## src/hw/rtl/madi_pkg.sv

```systemverilog
`timescale 1ns / 1ps
`default_nettype none
package madi_pkg;

	// Fields produced by the first stage: gathered samples, partial scores and candidates.
	typedef struct packed {
		logic [7:0]         c;
		logic [7:0]         e;
		logic [7:0]         d;
		logic [7:0]         b;
		logic [7:0]         f;
		logic [7:0]         td0;
		logic [7:0]         td1;
		logic [7:0]         td2;
		logic signed [10:0] score0;
		logic [9:0]         sm1;
		logic [9:0]         sm2;
		logic [9:0]         sp1;
		logic [9:0]         sp2;
		logic [7:0]         pv0;
		logic [7:0]         pm1;
		logic [7:0]         pm2;
		logic [7:0]         pp1;
		logic [7:0]         pp2;
	} madi_s1_t;

	// Spatial prediction and temporal bound handed to the clamp stage.
	typedef struct packed {
		logic [7:0] pred;
		logic [7:0] d;
		logic [7:0] diff;
	} madi_s3_t;

	localparam logic [1:0] MODE_NO_SPATIAL = 2'd2;

	function automatic logic [7:0] abs_diff8(input logic [7:0] a, input logic [7:0] b);
		return (a > b) ? (a - b) : (b - a);
	endfunction

	function automatic logic [7:0] avg8(input logic [7:0] a, input logic [7:0] b);
		logic [8:0] s;
		s = {1'b0, a} + {1'b0, b};
		return s[8:1];
	endfunction

	function automatic logic [9:0] sum3(input logic [7:0] a, input logic [7:0] b,
			input logic [7:0] c);
		return {2'b00, a} + {2'b00, b} + {2'b00, c};
	endfunction

	function automatic logic signed [9:0] sdiff8(input logic [7:0] a, input logic [7:0] b);
		return $signed({2'b00, a}) - $signed({2'b00, b});
	endfunction

	function automatic logic signed [9:0] smax(input logic signed [9:0] a,
			input logic signed [9:0] b);
		return (a > b) ? a : b;
	endfunction

	function automatic logic signed [9:0] smin(input logic signed [9:0] a,
			input logic signed [9:0] b);
		return (a < b) ? a : b;
	endfunction

endpackage
`default_nettype wire

```

## src/hw/rtl/madi_front.sv

```systemverilog
`timescale 1ns / 1ps
`default_nettype none
module madi_front import madi_pkg::*; (
	input  wire logic        clk,
	input  wire logic        arst_n,
	input  wire logic        in_valid,
	input  wire logic        field_select,
	input  wire logic [39:0] prev_column,
	input  wire logic [39:0] next_column,
	input  wire logic [55:0] cur_above,
	input  wire logic [55:0] cur_below,
	input  wire logic [23:0] cur_column,
	output logic             valid_s1,
	output madi_s1_t         data_s1
);

	logic [7:0] ab [7];
	logic [7:0] be [7];
	logic [7:0] pv [5];
	logic [7:0] nx [5];
	logic [7:0] cc [3];
	logic [7:0] p2m, p20, p2p, n2m, n20, n2p;
	logic [8:0] td1_sum, td2_sum;
	logic [9:0] base_sum;
	madi_s1_t   nxt;

	always_comb begin
		for (int k = 0; k < 7; k++) begin
			ab[k] = cur_above[8*k +: 8];
			be[k] = cur_below[8*k +: 8];
		end
		for (int k = 0; k < 5; k++) begin
			pv[k] = prev_column[8*k +: 8];
			nx[k] = next_column[8*k +: 8];
		end
		for (int k = 0; k < 3; k++) begin
			cc[k] = cur_column[8*k +: 8];
		end
	end

	always_comb begin
		if (field_select) begin
			p2m = pv[0]; p20 = pv[2]; p2p = pv[4];
			n2m = cc[0]; n20 = cc[1]; n2p = cc[2];
		end else begin
			p2m = cc[0]; p20 = cc[1]; p2p = cc[2];
			n2m = nx[0]; n20 = nx[2]; n2p = nx[4];
		end

		td1_sum  = {1'b0, abs_diff8(pv[1], ab[3])} + {1'b0, abs_diff8(pv[3], be[3])};
		td2_sum  = {1'b0, abs_diff8(nx[1], ab[3])} + {1'b0, abs_diff8(nx[3], be[3])};
		base_sum = sum3(abs_diff8(ab[2], be[2]), abs_diff8(ab[3], be[3]),
			abs_diff8(ab[4], be[4]));

		nxt.c      = ab[3];
		nxt.e      = be[3];
		nxt.d      = avg8(p20, n20);
		nxt.b      = avg8(p2m, n2m);
		nxt.f      = avg8(p2p, n2p);
		nxt.td0    = abs_diff8(p20, n20);
		nxt.td1    = td1_sum[8:1];
		nxt.td2    = td2_sum[8:1];
		nxt.score0 = $signed({1'b0, base_sum}) - 11'sd1;
		// Edge directions pair the row above at +j with the row below at -j.
		nxt.sm1    = sum3(abs_diff8(ab[1], be[3]), abs_diff8(ab[2], be[4]),
			abs_diff8(ab[3], be[5]));
		nxt.sm2    = sum3(abs_diff8(ab[0], be[4]), abs_diff8(ab[1], be[5]),
			abs_diff8(ab[2], be[6]));
		nxt.sp1    = sum3(abs_diff8(ab[3], be[1]), abs_diff8(ab[4], be[2]),
			abs_diff8(ab[5], be[3]));
		nxt.sp2    = sum3(abs_diff8(ab[4], be[0]), abs_diff8(ab[5], be[1]),
			abs_diff8(ab[6], be[2]));
		nxt.pv0    = avg8(ab[3], be[3]);
		nxt.pm1    = avg8(ab[2], be[4]);
		nxt.pm2    = avg8(ab[1], be[5]);
		nxt.pp1    = avg8(ab[4], be[2]);
		nxt.pp2    = avg8(ab[5], be[1]);
	end

	always_ff @(posedge clk or negedge arst_n) begin
		if (!arst_n) begin
			valid_s1 <= 1'b0;
		end else begin
			valid_s1 <= in_valid;
		end
	end

	always_ff @(posedge clk) begin
		data_s1 <= nxt;
	end

endmodule
`default_nettype wire

```

## src/hw/rtl/madi_select.sv

```systemverilog
`timescale 1ns / 1ps
`default_nettype none
module madi_select import madi_pkg::*; (
	input  wire logic       clk,
	input  wire logic       arst_n,
	input  wire logic [1:0] mode,
	input  wire logic       valid_s1,
	input  wire madi_s1_t   data_s1,
	output logic            valid_s3,
	output madi_s3_t        data_s3
);

	logic                valid_s2;
	logic signed [10:0]  score_s2;
	logic [7:0]          pred_s2;
	logic [7:0]          diff0_s2;
	logic signed [9:0]   mx_s2, mn_s2;
	logic [9:0]          sp1_s2, sp2_s2;
	logic [7:0]          pp1_s2, pp2_s2, d_s2;

	logic signed [10:0]  score_l;
	logic [7:0]          pred_l, diff0_l, td0_half;
	logic signed [9:0]   de, dc, bc, fe;
	logic [7:0]          pred_r;
	logic signed [9:0]   diff_w;

	// Left-hand edge directions: offset -2 only counts once offset -1 has won.
	always_comb begin
		score_l = data_s1.score0;
		pred_l  = data_s1.pv0;
		if ($signed({1'b0, data_s1.sm1}) < score_l) begin
			score_l = $signed({1'b0, data_s1.sm1});
			pred_l  = data_s1.pm1;
			if (data_s1.sm2 < data_s1.sm1) begin
				score_l = $signed({1'b0, data_s1.sm2});
				pred_l  = data_s1.pm2;
			end
		end

		td0_half = {1'b0, data_s1.td0[7:1]};
		diff0_l  = (td0_half > data_s1.td1) ? td0_half : data_s1.td1;
		diff0_l  = (diff0_l > data_s1.td2) ? diff0_l : data_s1.td2;

		de = sdiff8(data_s1.d, data_s1.e);
		dc = sdiff8(data_s1.d, data_s1.c);
		bc = sdiff8(data_s1.b, data_s1.c);
		fe = sdiff8(data_s1.f, data_s1.e);
	end

	always_ff @(posedge clk or negedge arst_n) begin
		if (!arst_n) begin
			valid_s2 <= 1'b0;
			valid_s3 <= 1'b0;
		end else begin
			valid_s2 <= valid_s1;
			valid_s3 <= valid_s2;
		end
	end

	always_ff @(posedge clk) begin
		score_s2 <= score_l;
		pred_s2  <= pred_l;
		diff0_s2 <= diff0_l;
		mx_s2    <= smax(smax(de, dc), smin(bc, fe));
		mn_s2    <= smin(smin(de, dc), smax(bc, fe));
		sp1_s2   <= data_s1.sp1;
		sp2_s2   <= data_s1.sp2;
		pp1_s2   <= data_s1.pp1;
		pp2_s2   <= data_s1.pp2;
		d_s2     <= data_s1.d;
	end

	// Right-hand edge directions, then the temporal bound.
	always_comb begin
		pred_r = pred_s2;
		if ($signed({1'b0, sp1_s2}) < score_s2) begin
			pred_r = pp1_s2;
			if (sp2_s2 < sp1_s2) begin
				pred_r = pp2_s2;
			end
		end

		diff_w = $signed({2'b00, diff0_s2});
		if (mode < MODE_NO_SPATIAL) begin
			diff_w = smax(smax(diff_w, mn_s2), -mx_s2);
		end
	end

	always_ff @(posedge clk) begin
		data_s3.pred <= pred_r;
		data_s3.d    <= d_s2;
		data_s3.diff <= diff_w[7:0];
	end

endmodule
`default_nettype wire

```

## src/hw/rtl/madi_clamp.sv

```systemverilog
`timescale 1ns / 1ps
`default_nettype none
module madi_clamp import madi_pkg::*; (
	input  wire logic       clk,
	input  wire logic       arst_n,
	input  wire logic       valid_s3,
	input  wire madi_s3_t   data_s3,
	output logic            done,
	output logic [7:0]      pixel_out
);

	logic signed [9:0] hi, lo, pred_x, res;

	always_comb begin
		hi     = $signed({2'b00, data_s3.d}) + $signed({2'b00, data_s3.diff});
		lo     = $signed({2'b00, data_s3.d}) - $signed({2'b00, data_s3.diff});
		pred_x = $signed({2'b00, data_s3.pred});
		if (pred_x > hi) begin
			res = hi;
		end else if (pred_x < lo) begin
			res = lo;
		end else begin
			res = pred_x;
		end
	end

	always_ff @(posedge clk or negedge arst_n) begin
		if (!arst_n) begin
			done <= 1'b0;
		end else begin
			done <= valid_s3;
		end
	end

	// The bound is never negative, so the clamped value always fits a byte.
	always_ff @(posedge clk) begin
		pixel_out <= res[7:0];
	end

endmodule
`default_nettype wire

```

## src/hw/rtl/motion_adaptive_deinterlace_pixel.sv

```systemverilog
// Yadif-style interpolation of one missing-line pixel per beat. The block takes a new beat in
// every cycle (busy never rises) and returns each pixel on pixel_out with done high for one
// cycle. Stage one gathers samples and scores, stages two and three pick the edge direction
// and build the temporal bound, stage four clamps. Results come out in input order and
// cannot be held off. mode and field_select should only be written while no beat is in
// flight; the configuration port is always ready.
`timescale 1ns / 1ps
`default_nettype none
module motion_adaptive_deinterlace_pixel import madi_pkg::*; (
	input  wire logic        clk,
	input  wire logic        arst_n,
	input  wire logic        start,
	output logic             busy,
	input  wire logic        cfg_valid,
	output logic             cfg_ready,
	input  wire logic        cfg_index,
	input  wire logic [1:0]  cfg_data,
	input  wire logic [39:0] prev_column,
	input  wire logic [39:0] next_column,
	input  wire logic [55:0] cur_above,
	input  wire logic [55:0] cur_below,
	input  wire logic [23:0] cur_column,
	output logic             done,
	output logic [7:0]       pixel_out
);

	localparam logic REG_MODE  = 1'b0;
	localparam logic REG_FIELD = 1'b1;

	logic [1:0] mode_q;
	logic       field_select_q;
	logic       valid_s1, valid_s3;
	madi_s1_t   data_s1;
	madi_s3_t   data_s3;

	assign busy      = 1'b0;
	assign cfg_ready = 1'b1;

	always_ff @(posedge clk or negedge arst_n) begin
		if (!arst_n) begin
			mode_q         <= 2'd0;
			field_select_q <= 1'b0;
		end else if (cfg_valid && cfg_ready) begin
			case (cfg_index)
				REG_MODE:  mode_q         <= cfg_data;
				REG_FIELD: field_select_q <= cfg_data[0];
				default: begin
				end
			endcase
		end
	end

	madi_front u_front (
		.clk          (clk),
		.arst_n       (arst_n),
		.in_valid     (start && !busy),
		.field_select (field_select_q),
		.prev_column  (prev_column),
		.next_column  (next_column),
		.cur_above    (cur_above),
		.cur_below    (cur_below),
		.cur_column   (cur_column),
		.valid_s1     (valid_s1),
		.data_s1      (data_s1)
	);

	madi_select u_select (
		.clk      (clk),
		.arst_n   (arst_n),
		.mode     (mode_q),
		.valid_s1 (valid_s1),
		.data_s1  (data_s1),
		.valid_s3 (valid_s3),
		.data_s3  (data_s3)
	);

	madi_clamp u_clamp (
		.clk       (clk),
		.arst_n    (arst_n),
		.valid_s3  (valid_s3),
		.data_s3   (data_s3),
		.done      (done),
		.pixel_out (pixel_out)
	);

endmodule
`default_nettype wire

```

## config.mk

```make
export PLATFORM = sky130hd
export DESIGN_NAME = motion_adaptive_deinterlace_pixel
export DESIGN_NICKNAME = d
export VERILOG_FILES = /design/src/hw/rtl/madi_pkg.sv /design/src/hw/rtl/madi_front.sv /design/src/hw/rtl/madi_select.sv /design/src/hw/rtl/madi_clamp.sv /design/src/hw/rtl/motion_adaptive_deinterlace_pixel.sv
export SDC_FILE = /design/constraint.sdc
export NUM_CORES = 1
export LEC_CHECK = 0
export ABC_AREA = 1
export BUFFER_PORTS_ARGS = -buffer_cell sky130_fd_sc_hd__buf_2
export CAP_MARGIN = 20
export CORE_ASPECT_RATIO = 1.4
export CORE_MARGIN = 5
export CORE_UTILIZATION = 45
export DETAILED_ROUTE_END_ITERATION = 10
export HOLD_SLACK_MARGIN = 0.05
export SLEW_MARGIN = 20
export SYNTH_ARGS = -nofsm -noshare
export SYNTH_HDL_FRONTEND = slang
export SYNTH_SLANG_ARGS = --single-unit
```

## constraint.sdc

```tcl
create_clock -name clk -period 5 [get_ports clk]
set_input_delay 0.5 -clock clk [delete_from_list [all_inputs] [get_ports clk]]
set_output_delay 0.5 -clock clk [all_outputs]
set_load 0.02 [all_outputs]
```

-- Yosys cells after proc, flatten, opt, wreduce, memory -nomap -nowiden
Index checks and enable logic that the tools add are counted.
- bits of input ports: 223
- flip-flop bits (word level): 285
- output and inout bits: 11
- word-level logic and storage cells: 191
- mux-type cells: 45
- order comparisons: 37
- add/subtract/negate cells: 68
- bitwise logic cells: 1
- reduce and logical (&&, ||, !) cells: 2
- operators by type and width (kind ; number):
    subtractor 8 bit ; 40
    two-way mux 8 bit ; 36
    greater-than comparator 8 bit ; 21
    adder 8 x 8 -> 9 bit ; 16
    two-way mux 10 bit ; 8
    adder 10 x 8 -> 10 bit ; 5
    < comparator 10 bit ; 5
    subtractor 8 x 8 -> 9 bit ; 5
    greater-than comparator 10 bit ; 4
    < comparator 11 bit ; 2
    two-way mux 11 bit ; 1
    subtractor 10 x 1 -> 11 bit, second input constant ; 1
    greater-than comparator 9 x 10 -> 1 bit ; 1
    negator 10 bit ; 1
    greater-than comparator 8 x 9 -> 1 bit ; 1
    < comparator 9 bit ; 1
    greater-than comparator 7 x 8 -> 1 bit ; 1
    AND reduction 2 bit ; 2
    < comparator 2 bit, second input constant ; 1
    NOT 1 bit ; 1

-- Longest topological paths before layout
Gate-level depths: netlist of the first run.
- depth in word-level cells: 5
- depth in mapped cells: 37
- depth with buffers taken out: 35

-- Cells and area by module
From an unflattened synthesis of the first run, not the netlist that was laid out.
- cell total of the unflattened synthesis: 5230
- area, all modules: 34874.7 um^2
- modules (own cells, without submodules) (module ; cells each ; area each (um^2) ; times used):
    madi_front ; 3914 ; 25052.8 ; 1
    madi_select ; 1061 ; 8035.2 ; 1
    madi_clamp ; 236 ; 1637.8 ; 1
    motion_adaptive_deinterlace_pixel ; 19 ; 148.9 ; 1

-- Least setup slack after synthesis of the first run
OpenSTA, ideal clock, no wires.
- kind: input to register
- from: input cur_above[26]
- to: register, netlist name u_front.data_s1[88]
- setup time: 0.127 ns
- required time: 4.873 ns
- setup slack: 0.364 ns
- path buffers: 2
- data arrival time: 4.509 ns
- stages on the path: 25
- path through: inv_1 ha_1 clkbuf_1 nand2_1 o21ai_0 nand2_1 o311ai_0 nand2_1 clkbuf_1 o21ai_0 inv_1 fa_1 o21ai_0 a21oi_1 o21ai_0 xnor2_1 inv_1 ha_1 inv_1 o21ai_0 xor2_1 inv_1 nand4_1 nor2_1 xor2_1
- RTL lines (element ; line ; source):
    start: declaration ; motion_adaptive_deinterlace_pixel.sv:20 ; input wire logic [55:0] cur_above,

-- Final worst setup path of the first run
- from: register, netlist name u_front.data_s1[131]
- to: register u_select.mx_s2[4]
- cells in the longest elaborated chain, start to end: 5
- RTL lines (element ; line ; source):
    subtractor 8 x 8 -> 9 bit ; madi_pkg.sv:52 ; return $signed({2'b00, a}) - $signed({2'b00, b});
    greater-than comparator 10 bit ; madi_pkg.sv:57 ; return (a > b) ? a : b;
    two-way mux 10 bit (*) ; madi_pkg.sv:57 ;
    greater-than comparator 10 bit ; madi_pkg.sv:57 ;
    two-way mux 10 bit (*) ; madi_pkg.sv:57 ;
    end signal: assignment ; madi_select.sv:64 ; mx_s2 <= smax(smax(de, dc), smin(bc, fe));
    end: declaration ; madi_select.sv:17 ; logic signed [9:0] mx_s2, mn_s2;
Mark *: on every way between the ends. The rest lies on a longest branch, timed or not.
A chain may end at the register's enable or synchronous reset.

==> metrics, run 1 <==
status=completed; Worst-Skew Late Latency=0.59 ns; syn nets=4989; R2R Path Start=u_front.data_s1[131]$_DFF_P_; Tmin final=4.74 ns; max-cap viol count=0; Critical path buffers and inverters=9; reg2reg setup slack=about 0.26 ns; Syn Inst Count=between 4k and 5k; Worst path top cell family by delay=simple AND/OR/NAND/NOR gates; Clock Skew=0.0179 ns; Die Y=between 300 and 400 um; dpl hpwl=83900 um; final hold slack=0.171 ns; prevailing post-synth register cell=dfxtp_1; Worst VDD drop=about 0.85 mV; crit end category=register; Worst Setup SP=u_front.data_s1[131]$_DFF_P_; CP arrival=5.19 ns; Finished Cell Area=35000 sq um; share of layout cells above drive strength 1=0.124; num ports=between 200 and 250; highest-delay cell along the critical path=fa_2; Final Slew Violations=0; largest net degree at the start of global routing=29; drt wl/cell=18.2 um; static leakage=19.2 nW; Root Buffer=clkbuf_16; power density over cell area=713 nW/um^2; Crit Path Max Fanout=16; CTS tree=built; WS Path Type=reg2reg; CTS Sinks=281; Die X=230 um; min-delay src=cfg_data[0]; GR Overflow Total=0; Hold Path Sink=field_select_q$_DFFE_PN0P_; die footprint=between 70000 and 80000 sq um; Yosys Warn Count=0; Routed WL=96900 um; DR pass1 iterations=5; Final GP Congestion=about 1; Post-synth EDFFs=0; vias in the first global route=27.7k; Post-route DRC=0; Worst-Margin Slew=1.01 ns; Total GRT Usage=0.254; CTS clk-pin slew, worst paths=0.06 ns; Placed Area=33600 sq um; Required @ worst endpoint=5.45 ns; CP peak stage delay=0.40 ns; CTS max path bufs=3; Yosys cell types=between 50 and 60; CP dominant cell by count=inv_2; first-pass GRT wire length=148000 um; port buffer count=231; CTS buffer count=30; Layout Nets=5352; startpoint class of the critical path=register; Post-DRT Antenna Nets=0; initial drt markers=1136; synthesized area=~30000 sq um; Std-Cell Rows=113; Async SR Flop Fraction=0.0214; Core ar.=approximately 68000 sq um; worst hold-check path type=in2reg; synthesized flop and latch total=281; relative slew slack=0.325; Post-Syn Area per Cell=around 7.5 sq um; final worst path period share=0.949; Via density=roughly 5.1; vias post-DR=between 20k and 30k; hold path cells=3; Initial Util=0.451; Setup violations, final=0; H-tree depth=1; r2r endpoint=u_select.mx_s2[4]$_DFF_P_; register area share after synthesis=0.185; Peak Freq=211 MHz; FF-to-FF path depth=35; initial antenna violation count=8; final hold violations=0; Layout area overhead=14.9%
[placed cells by master, fill, tap and decap left out, drive strengths merged, types with 35 or more instances in the layout]
cell,count
o211ai,35
xor2,233
nand2,644
o21ai,322
clkbuf,41
fa,66
nor2,150
a21oi,344
a21o,39
buf,390
dfxtp,275
ha,624
inv,793
xnor2,58
nand3,98
o21bai,48
[area by class of cell]
class,count,area (sq um)
fillers,6783,32600
flip-flops and latches,281,5660
clock buffers,41,853
diodes,5,12.5
multi-input cells,2942,21900
clock inverters,13,145
well taps,862,1080
inverters,791,2980
repair buffers,393,2410
[worst max-delay path by stage]
stage | slack, ns | depth (start not counted) | to
2_1_floorplan | 0.36 | 25 | u_front.data_s1[88]$_DFF_P_
3_3_place_gp | -0.03 | 29 | u_front.data_s1[90]$_DFF_P_
3_5_place_dp | -0.11 | 28 | u_front.data_s1[89]$_DFF_P_
4_1_cts | 0.004 | 35 | u_select.mx_s2[4]$_DFF_P_
5_1_grt | -0.09 | 35 | u_select.mx_s2[2]$_DFF_P_
6_report | 0.26 | 35 | u_select.mx_s2[4]$_DFF_P_
[Yosys cell counts, types with 9 or more instances]
master | number | area share
o221ai_1 | 14 | 0.0040
o31ai_1 | 14 | 0.0034
a21o_1 | 39 | 0.0096
o311ai_0 | 10 | 0.0029
nand3_1 | 94 | 0.015
fa_1 | 66 | 0.043
nand2_1 | 623 | 0.077
ha_1 | 624 | 0.26
a221oi_1 | 17 | 0.0049
nand2_2 | 17 | 0.0035
o211ai_1 | 35 | 0.0086
a211oi_1 | 19 | 0.0047
o21ai_1 | 9 | 0.0015
xnor2_1 | 58 | 0.017
a31oi_1 | 29 | 0.0060
o21bai_1 | 48 | 0.012
mux2i_1 | 27 | 0.0089
nand4_1 | 30 | 0.0062
inv_1 | 787 | 0.097
nor2_1 | 149 | 0.018
dfxtp_1 | 275 | 0.18
a21oi_1 | 342 | 0.056
xor2_1 | 233 | 0.067
o22ai_1 | 15 | 0.0031
nor3_1 | 25 | 0.0041
o21ai_0 | 306 | 0.050
buf_2 | 12 | 0.0020
clkbuf_1 | 47 | 0.0058
or2_2 | 24 | 0.0049
[registers in the layout, summed over array words and instances, names as in the netlist, 8 cells and up]
name               flops
u_clamp.pixel_out      8
u_front.data_s1      154
u_select.d_s2          8
u_select.data_s3      24
u_select.diff0_s2      8
u_select.mn_s2         9
u_select.mx_s2         9
u_select.pp1_s2        8
u_select.pp2_s2        8
u_select.pred_s2       8
u_select.score_s2     11
u_select.sp1_s2       10
u_select.sp2_s2       10
[logic make-up after synthesis]
family,share of synthesized area
flops,0.185
xor+xnor,0.0836
buf+inv,0.106
simple gates,0.139
fa+ha+maj,0.299
compound gates,0.177
mux,0.00886
other cells,0.000246
[worst min-delay path: cells and delay by family]
family,cells,cell delay (ns)
compound gates,1,0.10
buf+inv,1,0.08
simple gates,1,0.03
[repair_timing]
action                                  4_1_cts  5_1_grt
pin swaps                                     0       30
endpoints found under the setup margin        1       25
endpoints found under the hold margin         8        0
setup buffers                                 0       14
gates resized for setup                       1       79
hold buffers                                  3        0
[power breakdown]
part	internal [W]	switching, W	leakage, nW	total (W)
registers	0.00342	0.000629	2.39	0.00405
clock network	0.00130	0.000955	0.477	0.00226
logic	0.00750	0.0112	16.3	0.0187
total	0.0122	0.0127	19.2	0.0250
[stage by stage]
| step | total power (W) | cells | setup slack [ns] | setup TNS (ns) | util |
|---|---|---|---|---|---|
| 3_3_place_gp | 0.0216 | 5252 | -0.0289 | -0.0781 | 0.497 |
| 5_1_grt | 0.0278 | 5324 | -0.0895 | -0.458 | 0.518 |
| 6_report | 0.0250 | 5328 | 0.256 | 0 | 0.518 |
| 3_5_place_dp | 0.0217 | 5252 | -0.108 | -0.292 | 0.497 |
| 4_1_cts | 0.0241 | 5309 | 0.00384 | 0 | 0.512 |
| 2_1_floorplan | 0.0167 | 4076 | 0.364 | 0 | - |
[per-layer routing]
metal | up-vias | track usage | wire length [um]
met5 | - | 0 | 59
met4 | 8 | 0.145 | 6860
met3 | 266 | 0.0254 | 3540
met2 | 658 | 0.492 | 50500
met1 | 12300 | 0.263 | 35900
li1 | 14100 | - | -
Power figures use the tool's default switching activity.
==> inputs of run 2 (changes only) <==
--- a/config.mk
+++ b/config.mk
@@ -10,9 +10,10 @@
 export CAP_MARGIN = 20
 export CORE_ASPECT_RATIO = 1.4
 export CORE_MARGIN = 5
-export CORE_UTILIZATION = 45
+export CORE_UTILIZATION = 55
 export DETAILED_ROUTE_END_ITERATION = 10
 export HOLD_SLACK_MARGIN = 0.05
+export PLACE_DENSITY = 0.74
 export SLEW_MARGIN = 20
 export SYNTH_ARGS = -nofsm -noshare
 export SYNTH_HDL_FRONTEND = slang
==> run 2 against run 1 <==
Net effect:
- wire length fell by 4.3%
- non-clock buffer count fell by 24
- via count rose by 1.2%
- flip-flop and latch count did not move
- cell count fell by 3.0%
- clock power barely moved
- critical path type is now in2reg
- largest power group unchanged
- core utilization rose by 11 points
- sequential share of layout area rose by 0.25 points
- combinational power fell by 3%
==> metrics, run 2 (same netlist as run 1, synthesis figures left out) <==
Via density=5.34 (+4.4%); Finished Cell Area=34500 sq um (-1.5%); share of layout cells above drive strength 1=0.113 (-0.0107); Worst path top cell family by delay=buffers and inverters; Worst-Skew Late Latency=0.57 ns (-0.02 ns); crit end category=register; Worst-Margin Slew=1.02 ns (+0.00701 ns); most frequent cells in the layout=786 x inv_1, 624 x ha_1, 622 x nand2_1; number of flip-flops in the largest register=154 (unchanged); Root Buffer=clkbuf_16; final worst path period share=0.947 (-0.00147); CTS tree=built; Layout Nets=5325 (-0.50%); Tmin final=4.74 ns (-0.00736 ns); Place WS=-0.104 ns (+0.00373 ns); FF-to-FF path depth=27 (-23%); CP peak stage delay=0.57 ns (+0.17 ns); initial drt markers=1191 (+4.8%); initial antenna violation count=6 (-2); max-cap viol count=0 (unchanged); num ports=234 (unchanged); Routed WL=92700 um (-4.3%); GR Overflow Total=0 (unchanged); vias in the first global route=28.2k (+1.9%); Setup violations, final=0 (unchanged); die footprint=60300 sq um (-18%); CTS max path bufs=3 (unchanged); final hold violations=0 (unchanged); Largest Register=u_front.data_s1; Critical path buffers and inverters=9 (unchanged); placed cells=5100 (-2.9%); worst hold-check path type=in2reg; DR pass1 iterations=5 (unchanged); CP arrival=5.23 ns (+0.04 ns); Peak Freq=211 MHz (+0.16%); most common cell after layout, fill and taps aside=inv_1; WS Path Type=in2reg; non-filler cells, final=5166 (-3.0%); reg2reg setup slack=0.31 ns (+0.05 ns); min-delay src=cur_above[27]; Layout area overhead=13.1%; highest-delay cell along the critical path=dlygate4sd3_1; Std-Cell Rows=102 (-9.7%); CTS buffer count=27 (-10%); largest net degree at the start of global routing=49 (+69%); largest registers=u_front.data_s1 x154, u_select.data_s3 x24, u_select.score_s2 x11; Final GP Congestion=0.985 (-0.34%); Layout Utilization=0.626 (+0.107); port buffer count=231 (unchanged); Clock Skew=0.0205 ns (+0.00264 ns); Initial Util=0.553 (+0.102); H-tree depth=1 (unchanged); CP dominant cell by count=inv_1; Power, Total=0.0244 W (-2.2%); Core ar.=55100 sq um (-18%); Total GRT Usage=0.297 (+0.0431); Post-DRT Antenna Nets=0 (unchanged); first-pass GRT wire length=143000 um (-3.1%); static leakage=19.1 nW (-0.64%); Die X=209 um (-9.1%); CTS Sinks=281 (unchanged); startpoint class of the critical path=input port; power density over cell area=708 nW/um^2 (-0.63%); Placed Area=33300 sq um (-0.94%); Die Y=289 um (-9.2%); drt wl/cell=17.9 um (-1.3%); r2r endpoint=u_select.mn_s2[5]$_DFF_P_; hold path cells=1 (-2); CTS clk-pin slew, worst paths=0.07 ns (about the same); vias post-DR=27.6k (+1.2%); Required @ worst endpoint=5.50 ns (+0.05 ns); Crit Path Max Fanout=6 (-10); dpl hpwl=80000 um (-4.7%); Post-route DRC=0 (unchanged); worst setup margin=0.264 ns (+0.00736 ns); status=completed; Worst VDD drop=0.596 mV (-30%); relative slew slack=0.321 (-0.00458); Hold Path Sink=u_front.data_s1[150]$_DFF_P_; R2R Path Start=u_front.data_s1[131]$_DFF_P_; Final Slew Violations=0 (unchanged)
-- run 2: cell count changes in the layout (fill, tap and decap cells not counted), moves of 4 or more --
cell / previous run / this run
buf_4: 156 / 134
a21oi_2: 7 / 2
ha_1: 616 / 624
ha_4: 5 / 0
clkinv_2: 1 / 5
clkbuf_16: 31 / 27
bufinv_16: 2 / 6
o21ai_0: 289 / 295
a21oi_1: 335 / 339
-- run 2: worst max path at each step --
stage / depth (start not counted) / slack [ns] / startpoint / endpoint
finish: 26 / 0.26 / cur_below[31] / u_front.data_s1[89]$_DFF_P_
global route: 26 / -0.09 / cur_below[31] / u_front.data_s1[89]$_DFF_P_
CTS: 33 / 0.0009 / u_front.data_s1[131]$_DFF_P_ / u_select.mx_s2[5]$_DFF_P_
floorplan: 25 / 0.36 / cur_above[26] / u_front.data_s1[88]$_DFF_P_
global placement: 29 / 0.03 / cur_above[24] / u_front.data_s1[88]$_DFF_P_
detailed placement: 29 / -0.10 / cur_above[24] / u_front.data_s1[88]$_DFF_P_
-- run 2: layout make-up --
cell class	instances	area, sq um
Antenna cell	5	12.5
Sequential cell	281	5660
Clock buffer	35	746
Inverter	791	2980
Multi-Input combinational cell	2942	21700
Fill cell	5190	20600
Tap cell	728	911
Timing Repair Buffer	369	2210
Clock inverter	15	239
-- run 2: routing by layer --
layer,up-vias,share of wire,global-route usage
met4,2,0.097,0.227
met3,349,0.037,0.0318
met5,-,0.00014,0
met1,12500,0.35,0.284
li1,14000,-,-
met2,730,0.51,0.577
-- run 2: power breakdown --
part | internal (W) | switching (W) | total (W)
sequential | 0.00342 | 0.000609 | 0.00403
clock | 0.00136 | 0.000909 | 0.00227
combinational | 0.00712 | 0.0110 | 0.0181
total | 0.0119 | 0.0125 | 0.0244
-- run 2: through the flow --
stage	setup TNS, ns	hold slack, ns
after floorplan	0	0.204
after global placement	0	0.310
after detailed placement	-0.284	0.312
after CTS	0	0.123
after global routing	-0.184	0.134
final	0	0.144
-- run 2: timing repair --
| action | CTS | global route |
|---|---|---|
| hold endpoints to repair | 8 | 0 |
| hold buffers | 3 | 0 |
| pin swaps | 0 | 13 |
| resized for setup | 1 | 41 |
| setup endpoints to repair | 6 | 26 |
| buffers inserted | 0 | 8 |
==> inputs of run 3 (changes only) <==
==> constraint.sdc (replaced) <==
create_clock -name clk -period 5 [get_ports clk]
set_input_delay 0.25 -clock clk [delete_from_list [all_inputs] [get_ports clk]]
set_output_delay 0.25 -clock clk [all_outputs]
set_load 0.02 [all_outputs]
==> run 3 against run 2 <==
Net effect:
- cell count down 0.75%
- worst hold slack worse by 0.053 ns
- clock skew down 0.0056 ns
- combinational power about the same
- sequential share of layout area up 0.14 points
- setup slack worse by 0.0040 ns
- clock power down 8%
- total power down 0.78%
- wire length about the same
- first-iteration DRC count up 7.0%
==> metrics, run 3 (same netlist as run 1, synthesis figures left out) <==
Final GP Congestion=1.00 (+1.5%); relative slew slack=0.338 (+0.0174); share of layout cells above drive strength 1=0.104 (-0.00910); Core ar.=55100 sq um (unchanged); initial antenna violation count=4 (-2); num ports=234 (unchanged); CP peak stage delay=0.40 ns (-0.17 ns); highest-delay cell along the critical path=fa_1; max-cap viol count=0 (unchanged); number of flip-flops in the largest register=154 (unchanged); TNS Setup=0 ns (unchanged); CTS buffer count=28 (+3.7%); Crit Path Max Fanout=16 (+10); Layout Utilization=0.620 (-0.00529); most frequent cells in the layout=785 x inv_1, 621 x nand2_1, 618 x ha_1; min-delay src=cur_below[39]; Finished Cell Area=34200 sq um (-0.85%); GR Overflow Total=0 (unchanged); final hold violations=0 (unchanged); crit end category=register; status=completed; largest registers=u_front.data_s1 x154, u_select.data_s3 x24, u_select.score_s2 x11; drt wl/cell=18.1 um (+0.83%); Layout Nets=5289 (-0.68%); startpoint class of the critical path=register; vias post-DR=27.7k (+0.28%); Required @ worst endpoint=5.44 ns (-0.06 ns); Setup violations, final=0 (unchanged); final worst path period share=0.948 (about the same); largest net degree at the start of global routing=49 (unchanged); power density over cell area=709 nW/um^2 (about the same); Worst VDD drop=0.697 mV (+17%); Tmin final=4.74 ns (+0.00402 ns); hold path cells=3 (+2); worst hold-check path type=in2reg; CTS Sinks=281 (unchanged); Layout area overhead=12.2%; Die Y=289 um (unchanged); die footprint=60300 sq um (unchanged); Initial Util=0.553 (unchanged); H-tree depth=1 (unchanged); Worst-Skew Late Latency=0.57 ns (about the same); Routed WL=92700 um (about the same); DR pass1 iterations=5 (unchanged); Post-route DRC=0 (unchanged); first-pass GRT wire length=142000 um (-1.2%); Worst Setup SP=u_front.data_s1[131]$_DFF_P_; r2r endpoint=u_select.mx_s2[4]$_DFF_P_; CTS tree=built; Std-Cell Rows=102 (unchanged); Via density=5.40 (+1.0%); CP dominant cell by count=nand2_1; Clock Skew=0.0149 ns (-0.00557 ns); FF-to-FF path depth=34 (+26%); vias in the first global route=27.3k (-3.3%); Total GRT Usage=0.295 (-0.00246); dpl hpwl=79200 um (-0.91%); Largest Register=u_front.data_s1; reg2reg setup slack=0.26 ns (-0.05 ns); most common cell after layout, fill and taps aside=inv_1; R2R Path Start=u_front.data_s1[131]$_DFF_P_; Worst-Margin Slew=0.993 ns (-0.0262 ns); CTS clk-pin slew, worst paths=0.06 ns (about the same); CTS max path bufs=3 (unchanged); Final Slew Violations=0 (unchanged); Die X=209 um (unchanged); Post-DRT Antenna Nets=0 (unchanged); CP arrival=5.18 ns (-0.05 ns); WS Path Type=reg2reg; initial drt markers=1274 (+7.0%); Placed Area=32800 sq um (-1.3%); fill count=5118 (-1.4%); port buffer count=231 (unchanged); Hold Path Sink=u_front.data_s1[31]$_DFF_P_; Root Buffer=clkbuf_16; static leakage=18.8 nW (-1.3%); Peak Freq=211 MHz (about the same)
-- run 3: area by class of cell --
cell class                      count  area [sq um]  share of cell area
Sequential cell                   281          5660               0.165
Clock inverter                     21           201             0.00589
Timing Repair Buffer              331          1960              0.0574
Tap cell                          728           911              0.0266
Antenna cell                        1          2.50           0.0000732
Inverter                          791          2980              0.0873
Multi-Input combinational cell   2943         21800               0.636
Clock buffer                       31           712              0.0208
-- run 3: power breakdown --
| group | internal [W] | switching, W |
|---|---|---|
| logic | 0.00702 | 0.0111 |
| clock network | 0.00115 | 0.000945 |
| registers | 0.00342 | 0.000645 |
| total | 0.0116 | 0.0126 |
-- run 3: critical path: cells and delay by family (launching register included) --
kind                     cells  cell delay, ns
AO/OA/AOI/OAI                9            1.27
adder cells (fa/ha/maj)      4            1.08
buffers and inverters        8            0.74
flip-flops                   1            0.32
AND/OR/NAND/NOR             13            1.19
-- run 3: worst max path at each step --
stage | endpoint | slack (ns) | cells after the start
after floorplan | u_select.mx_s2[4]$_DFF_P_ | 0.47 | 32
after global routing | u_select.mx_s2[6]$_DFF_P_ | -0.15 | 35
after global placement | u_front.data_s1[88]$_DFF_P_ | 0.18 | 28
after detailed placement | u_front.data_s1[88]$_DFF_P_ | 0.04 | 28
after CTS | u_front.data_s1[88]$_DFF_P_ | 0.06 | 29
final | u_select.mx_s2[4]$_DFF_P_ | 0.26 | 34
-- run 3: routing by layer --
| layer | vias to the layer above | routed length [um] | track usage |
|---|---|---|---|
| met5 | - | 21 | 0 |
| met4 | 4 | 8960 | 0.234 |
| met1 | 12600 | 32400 | 0.285 |
| met2 | 829 | 47500 | 0.562 |
| met3 | 360 | 3840 | 0.0343 |
| li1 | 13900 | - | - |
-- run 3: stage by stage --
step / setup slack, ns / cells / power [W] / hold WS [ns]
after global routing: -0.149 / 5126 / 0.0268 / 0.0726
after global placement: 0.183 / 5041 / 0.0209 / 0.0725
after floorplan: 0.465 / 4076 / 0.0167 / -0.0456
final: 0.260 / 5127 / 0.0242 / 0.0910
after CTS: 0.0553 / 5109 / 0.0235 / 0.0676
after detailed placement: 0.0399 / 5041 / 0.0213 / 0.0819
-- run 3: repair_timing --
item / in CTS / in global routing
resized for setup: 0 / 55
buffers inserted: 0 / 15
endpoints found under the hold margin: 16 / 0
hold buffers: 16 / 0
endpoints found under the setup margin: 0 / 29
